**src/rtl/core/vrpm_pkg.sv**
```systemverilog
`default_nettype none
// ----------------------------------------------------------------------------
// vrpm_pkg
// Shared types and constants of the vertical resample pixel MAC.
// ----------------------------------------------------------------------------
package vrpm_pkg;

  localparam int unsigned ChanWidth   = 8;
  localparam int unsigned WeightWidth = 16;
  localparam int unsigned SumWidth    = 32;
  localparam int unsigned NumChan     = 4;
  localparam int unsigned InDataWidth  = NumChan * ChanWidth + WeightWidth;
  localparam int unsigned OutDataWidth = NumChan * ChanWidth;

  // Rounding bias that every channel sum starts from.
  localparam logic [SumWidth-1:0] SumBias = 32'h0000_0080;

  // Channel order in the sum vector and in tdata.
  localparam int unsigned ChAlpha = 0;
  localparam int unsigned ChRed   = 1;
  localparam int unsigned ChGreen = 2;
  localparam int unsigned ChBlue  = 3;

  typedef logic [NumChan-1:0][SumWidth-1:0]  sum_vec_t;
  typedef logic [NumChan-1:0][ChanWidth-1:0] pixel_t;

  // Per-lane accumulate control.
  typedef struct packed {
    logic advance;  // take the registered tap into the sum
    logic restart;  // last tap: reload the bias instead
  } lane_ctrl_t;

endpackage : vrpm_pkg
`default_nettype wire

```
**src/rtl/core/vrpm_mac_lane.sv**
```systemverilog
`default_nettype none
// ----------------------------------------------------------------------------
// vrpm_mac_lane
// One channel multiply-accumulate: sum += channel * weight, modulo 2^32.
// ----------------------------------------------------------------------------
module vrpm_mac_lane (
  input  wire                                     clk,
  input  wire                                     rst,
  input  wire  vrpm_pkg::lane_ctrl_t              ctrl,
  input  wire  [vrpm_pkg::ChanWidth-1:0]          channel,
  input  wire  signed [vrpm_pkg::WeightWidth-1:0] weight,
  output logic [vrpm_pkg::SumWidth-1:0]           sum,
  output logic [vrpm_pkg::SumWidth-1:0]           sum_next
);
  import vrpm_pkg::*;

  localparam int unsigned ProdWidth = ChanWidth + 1 + WeightWidth;

  logic signed [ProdWidth-1:0] prod;

  assign prod     = $signed({1'b0, channel}) * weight;
  assign sum_next = sum + {{(SumWidth-ProdWidth){prod[ProdWidth-1]}}, prod};

  always_ff @(posedge clk) begin
    if (rst) begin
      sum <= SumBias;
    end else if (ctrl.advance) begin
      sum <= ctrl.restart ? SumBias : sum_next;
    end
  end

endmodule : vrpm_mac_lane
`default_nettype wire

```
**src/rtl/core/vrpm_clamp.sv**
```systemverilog
`default_nettype none
// ----------------------------------------------------------------------------
// vrpm_clamp
// Normalize the four sums (arithmetic shift by 8) and clamp each channel.
// ----------------------------------------------------------------------------
module vrpm_clamp (
  input  wire vrpm_pkg::sum_vec_t sums,
  input  wire                     signed_mode,
  output vrpm_pkg::pixel_t        pixel
);
  import vrpm_pkg::*;

  localparam logic [ChanWidth-1:0] ChanMax = {ChanWidth{1'b1}};

  // Negative clamps to zero, otherwise shift down and limit to hi.
  function automatic logic [ChanWidth-1:0] norm_clamp(
    input logic [SumWidth-1:0]  v,
    input logic [ChanWidth-1:0] hi
  );
    logic [SumWidth-10:0] t;
    t = v[SumWidth-2:8];
    if (v[SumWidth-1]) begin
      norm_clamp = '0;
    end else if (t > {{(SumWidth-9-ChanWidth){1'b0}}, hi}) begin
      norm_clamp = hi;
    end else begin
      norm_clamp = t[ChanWidth-1:0];
    end
  endfunction

  logic [ChanWidth-1:0] alpha;
  logic [ChanWidth-1:0] limit;

  always_comb begin
    alpha = norm_clamp(sums[ChAlpha], ChanMax);
    limit = signed_mode ? alpha : ChanMax;
    pixel[ChAlpha] = alpha;
    pixel[ChRed]   = norm_clamp(sums[ChRed], limit);
    pixel[ChGreen] = norm_clamp(sums[ChGreen], limit);
    pixel[ChBlue]  = norm_clamp(sums[ChBlue], limit);
  end

endmodule : vrpm_clamp
`default_nettype wire

```
**src/rtl/core/vertical_resample_pixel_mac.sv**
```systemverilog
`default_nettype none
// A last tap moves from the input register into the output register once it is free.
// Throughput: one tap per cycle while no last tap waits on a held result; the four
//   lane MACs plus clamp are combinational between the input and output registers.
// A held result stalls only last taps; other taps keep flowing into the sums.
// Reset (rst, synchronous, active high): sums reload the bias 128, both
//   registers empty, signed_mode returns to 0.
// ----------------------------------------------------------------------------
// vertical_resample_pixel_mac
// Vertical polyphase resample MAC for premultiplied ARGB pixels: accumulate
// weighted taps per channel and emit one clamped pixel on the last tap.
// ----------------------------------------------------------------------------
module vertical_resample_pixel_mac (
  input  wire                                  clk,
  input  wire                                  rst,
  // configuration
  input  wire                                  cfg_we,
  input  wire                                  cfg_wdata,    // signed_mode
  // tap input
  input  wire                                  s_axis_tvalid,
  output logic                                 s_axis_tready,
  // alpha_in[7:0], red_in[15:8], green_in[23:16], blue_in[31:24],
  // tap_weight[47:32]
  input  wire  [vrpm_pkg::InDataWidth-1:0]     s_axis_tdata,
  input  wire                                  s_axis_tlast, // last_tap
  // pixel output
  output logic                                 m_axis_tvalid,
  input  wire                                  m_axis_tready,
  // alpha_out[7:0], red_out[15:8], green_out[23:16], blue_out[31:24]
  output logic [vrpm_pkg::OutDataWidth-1:0]    m_axis_tdata
);
  import vrpm_pkg::*;

  // Configuration register.
  logic signed_mode;

  always_ff @(posedge clk) begin
    if (rst) begin
      signed_mode <= 1'b0;
    end else if (cfg_we) begin
      signed_mode <= cfg_wdata;
    end
  end

  // Input register.
  logic                         in_valid;
  logic                         in_last;
  pixel_t                       in_pixel;
  logic signed [WeightWidth-1:0] in_weight;

  logic       advance;
  lane_ctrl_t lane_ctrl;

  // A last tap needs a free output slot; other taps never wait.
  assign advance       = in_valid && (!in_last || !m_axis_tvalid || m_axis_tready);
  assign s_axis_tready = !in_valid || advance;

  always_ff @(posedge clk) begin
    if (rst) begin
      in_valid <= 1'b0;
    end else if (s_axis_tready) begin
      in_valid <= s_axis_tvalid;
    end
  end

  always_ff @(posedge clk) begin
    if (s_axis_tvalid && s_axis_tready) begin
      in_pixel  <= s_axis_tdata[OutDataWidth-1:0];
      in_weight <= $signed(s_axis_tdata[InDataWidth-1:OutDataWidth]);
      in_last   <= s_axis_tlast;
    end
  end

  // Channel lanes.
  sum_vec_t sums;
  sum_vec_t sums_next;

  assign lane_ctrl.advance = advance;
  assign lane_ctrl.restart = in_last;

  for (genvar g = 0; g < NumChan; g++) begin : g_lane
    vrpm_mac_lane u_lane (
      .clk      (clk),
      .rst      (rst),
      .ctrl     (lane_ctrl),
      .channel  (in_pixel[g]),
      .weight   (in_weight),
      .sum      (sums[g]),
      .sum_next (sums_next[g])
    );
  end

  // Normalize and clamp the final sums of the pixel.
  pixel_t result;

  vrpm_clamp u_clamp (
    .sums        (sums_next),
    .signed_mode (signed_mode),
    .pixel       (result)
  );

  // Output register: load on a last tap, drop on a completed transfer.
  always_ff @(posedge clk) begin
    if (rst) begin
      m_axis_tvalid <= 1'b0;
    end else if (advance && in_last) begin
      m_axis_tvalid <= 1'b1;
    end else if (m_axis_tready) begin
      m_axis_tvalid <= 1'b0;
    end
  end

  always_ff @(posedge clk) begin
    if (advance && in_last) begin
      m_axis_tdata <= result;
    end
  end

  // Assertions.
  a_restart_bias: assert property (@(posedge clk) disable iff (rst)
    (advance && in_last) |=> (sums[ChAlpha] == SumBias && sums[ChRed] == SumBias &&
                              sums[ChGreen] == SumBias && sums[ChBlue] == SumBias))
    else $error("sums not reloaded with bias after last tap");

  a_last_emits: assert property (@(posedge clk) disable iff (rst)
    (advance && in_last) |=> m_axis_tvalid)
    else $error("last tap did not produce a result");

  a_stall_only_full: assert property (@(posedge clk) disable iff (rst)
    !s_axis_tready |-> (in_valid && in_last && m_axis_tvalid && !m_axis_tready))
    else $error("input stalled without a held result");

  a_hold_sums: assert property (@(posedge clk) disable iff (rst)
    !advance |=> $stable(sums))
    else $error("sums changed without a tap");

endmodule : vertical_resample_pixel_mac
`default_nettype wire
```
**config.mk**
```make
export PLATFORM = sky130hd
export DESIGN_NAME = vertical_resample_pixel_mac
export DESIGN_NICKNAME = d
export VERILOG_FILES = /design/src/rtl/core/vrpm_pkg.sv /design/src/rtl/core/vrpm_mac_lane.sv /design/src/rtl/core/vrpm_clamp.sv /design/src/rtl/core/vertical_resample_pixel_mac.sv
export SDC_FILE = /design/constraint.sdc
export NUM_CORES = 2
export LEC_CHECK = 0
export CORE_UTILIZATION = 49
export CTS_CLUSTER_DIAMETER = 120
export DETAILED_ROUTE_END_ITERATION = 16
export DONT_BUFFER_PORTS = 1
export GPL_ROUTABILITY_DRIVEN = 0
export GPL_TIMING_DRIVEN = 0
export HOLD_SLACK_MARGIN = 0.06
export SLEW_MARGIN = 20
export SYNTH_ARGS = -nofsm -noshare
export SYNTH_HDL_FRONTEND = slang
export SYNTH_SLANG_ARGS = --single-unit
```
**constraint.sdc**
```tcl
create_clock -name clk -period 14.9 [get_ports clk]
set_clock_uncertainty 0.05 [all_clocks]
set_input_delay 2.235 -clock clk [delete_from_list [all_inputs] [get_ports clk]]
set_output_delay 2.235 -clock clk [all_outputs]
set_load 0.05 [all_outputs]
```
==> qor.txt <==
outcome: complete, no violations
synth top area cells: fa_1 (25%), ha_1 (13%), dfxtp_1 (7.9%)
number of DRC markers in iteration 0: 1,882
WP data required: 15.23 ns
worst path arrival time: 14.01 ns
dominant synthesized flop cell: dfxtp_1
final hold violation count: 0
final worst-path cycle share: 0.918
Fmax achieved: 0.0731 GHz
fin nets: 4,715
post-synthesis sequential area ratio: 0.153
Mapped Area: 0.0330 mm2
Initial Util: 0.499
fillers: 6,370
number of global-route vias before repair: 26,800
initial antenna violation count: 4
share of flip-flops with an asynchronous set or reset: 0
Clock transition at path regs: 0.06 ns
Setup Buffers After CTS: 0
post-route ant nets: 0
Ant. Diodes: 0
Critical R2R Launch: in_pixel[0]
Resized cells post-CTS: 0
cts hold-fix bufs: 0
CP dominant cell by count: a21oi_1
die extent in x: 262 um
Hold Crit Start: g_lane[2].u_lane.sum[0]
IO buf count: 0
first-pass GRT wire length: 150,000 um
Rows: 94
Wirelength per Cell: 20.2 um
setup TNS: 0 ns
crit-path max FO: 10
synthesis warning total: 0
largest net degree at the start of global routing: 18
Max-slew headroom: 0.275
HP Class: reg2reg
vias per cell: 5.62
RSZ-0062 raised after global routing: no
Yosys cell types: 85
post-DP HPWL: 79,400 um
# setup viols final: 0
CP startpoint: in_pixel[0]
Synth Net Count: 4,680
DR pass1 iterations: 6
clk root buf: clkbuf_16
All-Layer GR Usage: 0.287
Post-Synthesis Cells: 3,860
layout cells sized above 1: 0.0232
Post-synth EDFFs: 81
cts bufs inserted: 29
htree depth: 1
CP Class: reg2reg
core area: 0.0662 mm2
TritonCTS Sinks: 212
syn avg cell area: 8.55 um2
dominant cell type by area after synthesis: fa_1
Die Y-Extent: 262 um
DIE AREA: 0.0684 mm2
WL final: 96,800 um
clock tree buffer depth: 3
Synth Register Bits: 212
boundary pin count: 89
Final Max Tran Viols: 0
critical path's largest stage delay: 0.73 ns
CP max stage cell: nor3_1
Clock Latency Late Sink: 0.59 ns
Max Cap Viol: 0
critical path launch point type: flop
via count: 26,900
layout overhead on the synthesized area: 6.70%
DR DRC count: 0
min cycle time layout: 13.68 ns
TritonCTS clock tree: built
endpoint class of the critical path: flop
Slew @ Worst Pin: 1.09 ns
GRT overflow: 0
Synth top area share: 0.250
## per-layer routing
metal,vias to the layer above,track usage,part of all wire
met5,-,0,0.00013
met4,2,0.102,0.039
met3,145,0.0275,0.050
met2,678,0.489,0.48
met1,13300,0.380,0.43
li1,12800,-,-
## final timing paths
path	depth (start not counted)	endpoint	slack, ns
setup / recovery	44	m_axis_tdata[16]	1.22
hold / removal	2	g_lane[2].u_lane.sum[0]	0.41
setup reg to reg	44	m_axis_tdata[16]	1.22
hold reg to reg	2	g_lane[2].u_lane.sum[0]	0.41
## cell usage after synthesis, types with 7 or more instances
library cell / number
a2111oi_0: 9
a211o_1: 12
a211oi_1: 20
a21o_1: 76
a21oi_1: 236
a22oi_1: 75
a31oi_1: 22
and2_1: 323
and3_1: 25
clkbuf_1: 143
dfxtp_1: 131
edfxtp_1: 81
fa_1: 412
ha_1: 353
inv_1: 610
mux2i_1: 15
nand2_1: 334
nand2b_1: 29
nand3_1: 60
nand4_1: 28
nor2_1: 255
nor2b_1: 24
nor3_1: 60
nor4_1: 15
o211ai_1: 33
o21a_1: 30
o21ai_0: 87
o21ai_1: 14
o21bai_1: 21
o22ai_1: 8
o31ai_1: 7
or2_2: 9
or3_1: 12
xnor2_1: 124
xor2_1: 56
## cell families (layout without fill, tap and decap cells)
kind of cell               after synthesis  after routing  synth area share
AOI/OAI and AO/OA                      720            720             0.141
xor gates and xnor gates               181            181            0.0482
adders and majority gates              765            765             0.384
buffers and inverters                  761            818            0.0868
DFF                                    212            212             0.153
muxes                                   16             16           0.00489
and+or+nand+nor                       1205           1205             0.182
## sequential cells by signal, summed over array words and instances (netlist names)
register / cells
g_lane.u_lane.sum: 128
m_axis_tvalid: 1
in_pixel: 32
signed_mode: 1
in_weight: 16
in_valid: 1
m_axis_tdata: 32
in_last: 1
## per-stage QoR
stage          hold slack [ns]  std cells   util  setup slack (ns)  cell area (um2)
6_report                 0.410       4781  0.532              1.22            35200
5_1_grt                  0.433       4781  0.532             0.576            35200
3_5_place_dp             0.400       4728  0.517              1.41            34200
3_3_place_gp             0.394       4724  0.515              1.52            34100
4_1_cts                  0.407       4781  0.532              1.33            35200
2_1_floorplan            0.386       3860      -              4.60            33000
## final cells by class
cell class / count / area (um2) / area share
Clock inverter: 22 / 265 / 0.00753
Buffer: 151 / 576 / 0.0163
Multi-Input combinational cell: 2887 / 25100 / 0.713
Tap cell: 864 / 1080 / 0.0307
Sequential cell: 212 / 5050 / 0.143
Clock buffer: 31 / 733 / 0.0208
Inverter: 610 / 2290 / 0.0650
Timing Repair Buffer: 4 / 110 / 0.00313
## worst max-delay path, delay by kind of cell, from the launching register on
family / cells / cell delay (ns)
AOI/OAI and AO/OA: 16 / 4.29
xor gates and xnor gates: 2 / 0.37
adders and majority gates: 7 / 3.09
buffers and inverters: 7 / 1.26
DFF: 1 / 0.63
and+or+nand+nor: 12 / 3.75
## placed cells by master (no fill, tap or decap), types with 24 or more instances in the layout
| cell type | netlist | routed |
|---|---|---|
| inv_1 | 610 | 610 |
| fa_1 | 412 | 412 |
| ha_1 | 353 | 353 |
| nand2_1 | 334 | 334 |
| and2_1 | 323 | 323 |
| nor2_1 | 255 | 254 |
| a21oi_1 | 236 | 236 |
| clkbuf_1 | 143 | 145 |
| dfxtp_1 | 131 | 131 |
| xnor2_1 | 124 | 124 |
| o21ai_0 | 87 | 87 |
| edfxtp_1 | 81 | 81 |
| a21o_1 | 76 | 76 |
| a22oi_1 | 75 | 75 |
| nor3_1 | 60 | 60 |
| nand3_1 | 60 | 60 |
| xor2_1 | 56 | 56 |
| o211ai_1 | 33 | 33 |
| o21a_1 | 30 | 30 |
| nand2b_1 | 29 | 29 |
| clkbuf_16 | 0 | 29 |
| nand4_1 | 28 | 28 |
| and3_1 | 25 | 25 |
| nor2b_1 | 24 | 24 |
Power is left out: the tool's default activity adds up to more than one toggle a clock period on the data nets, which glitch-free logic cannot reach.
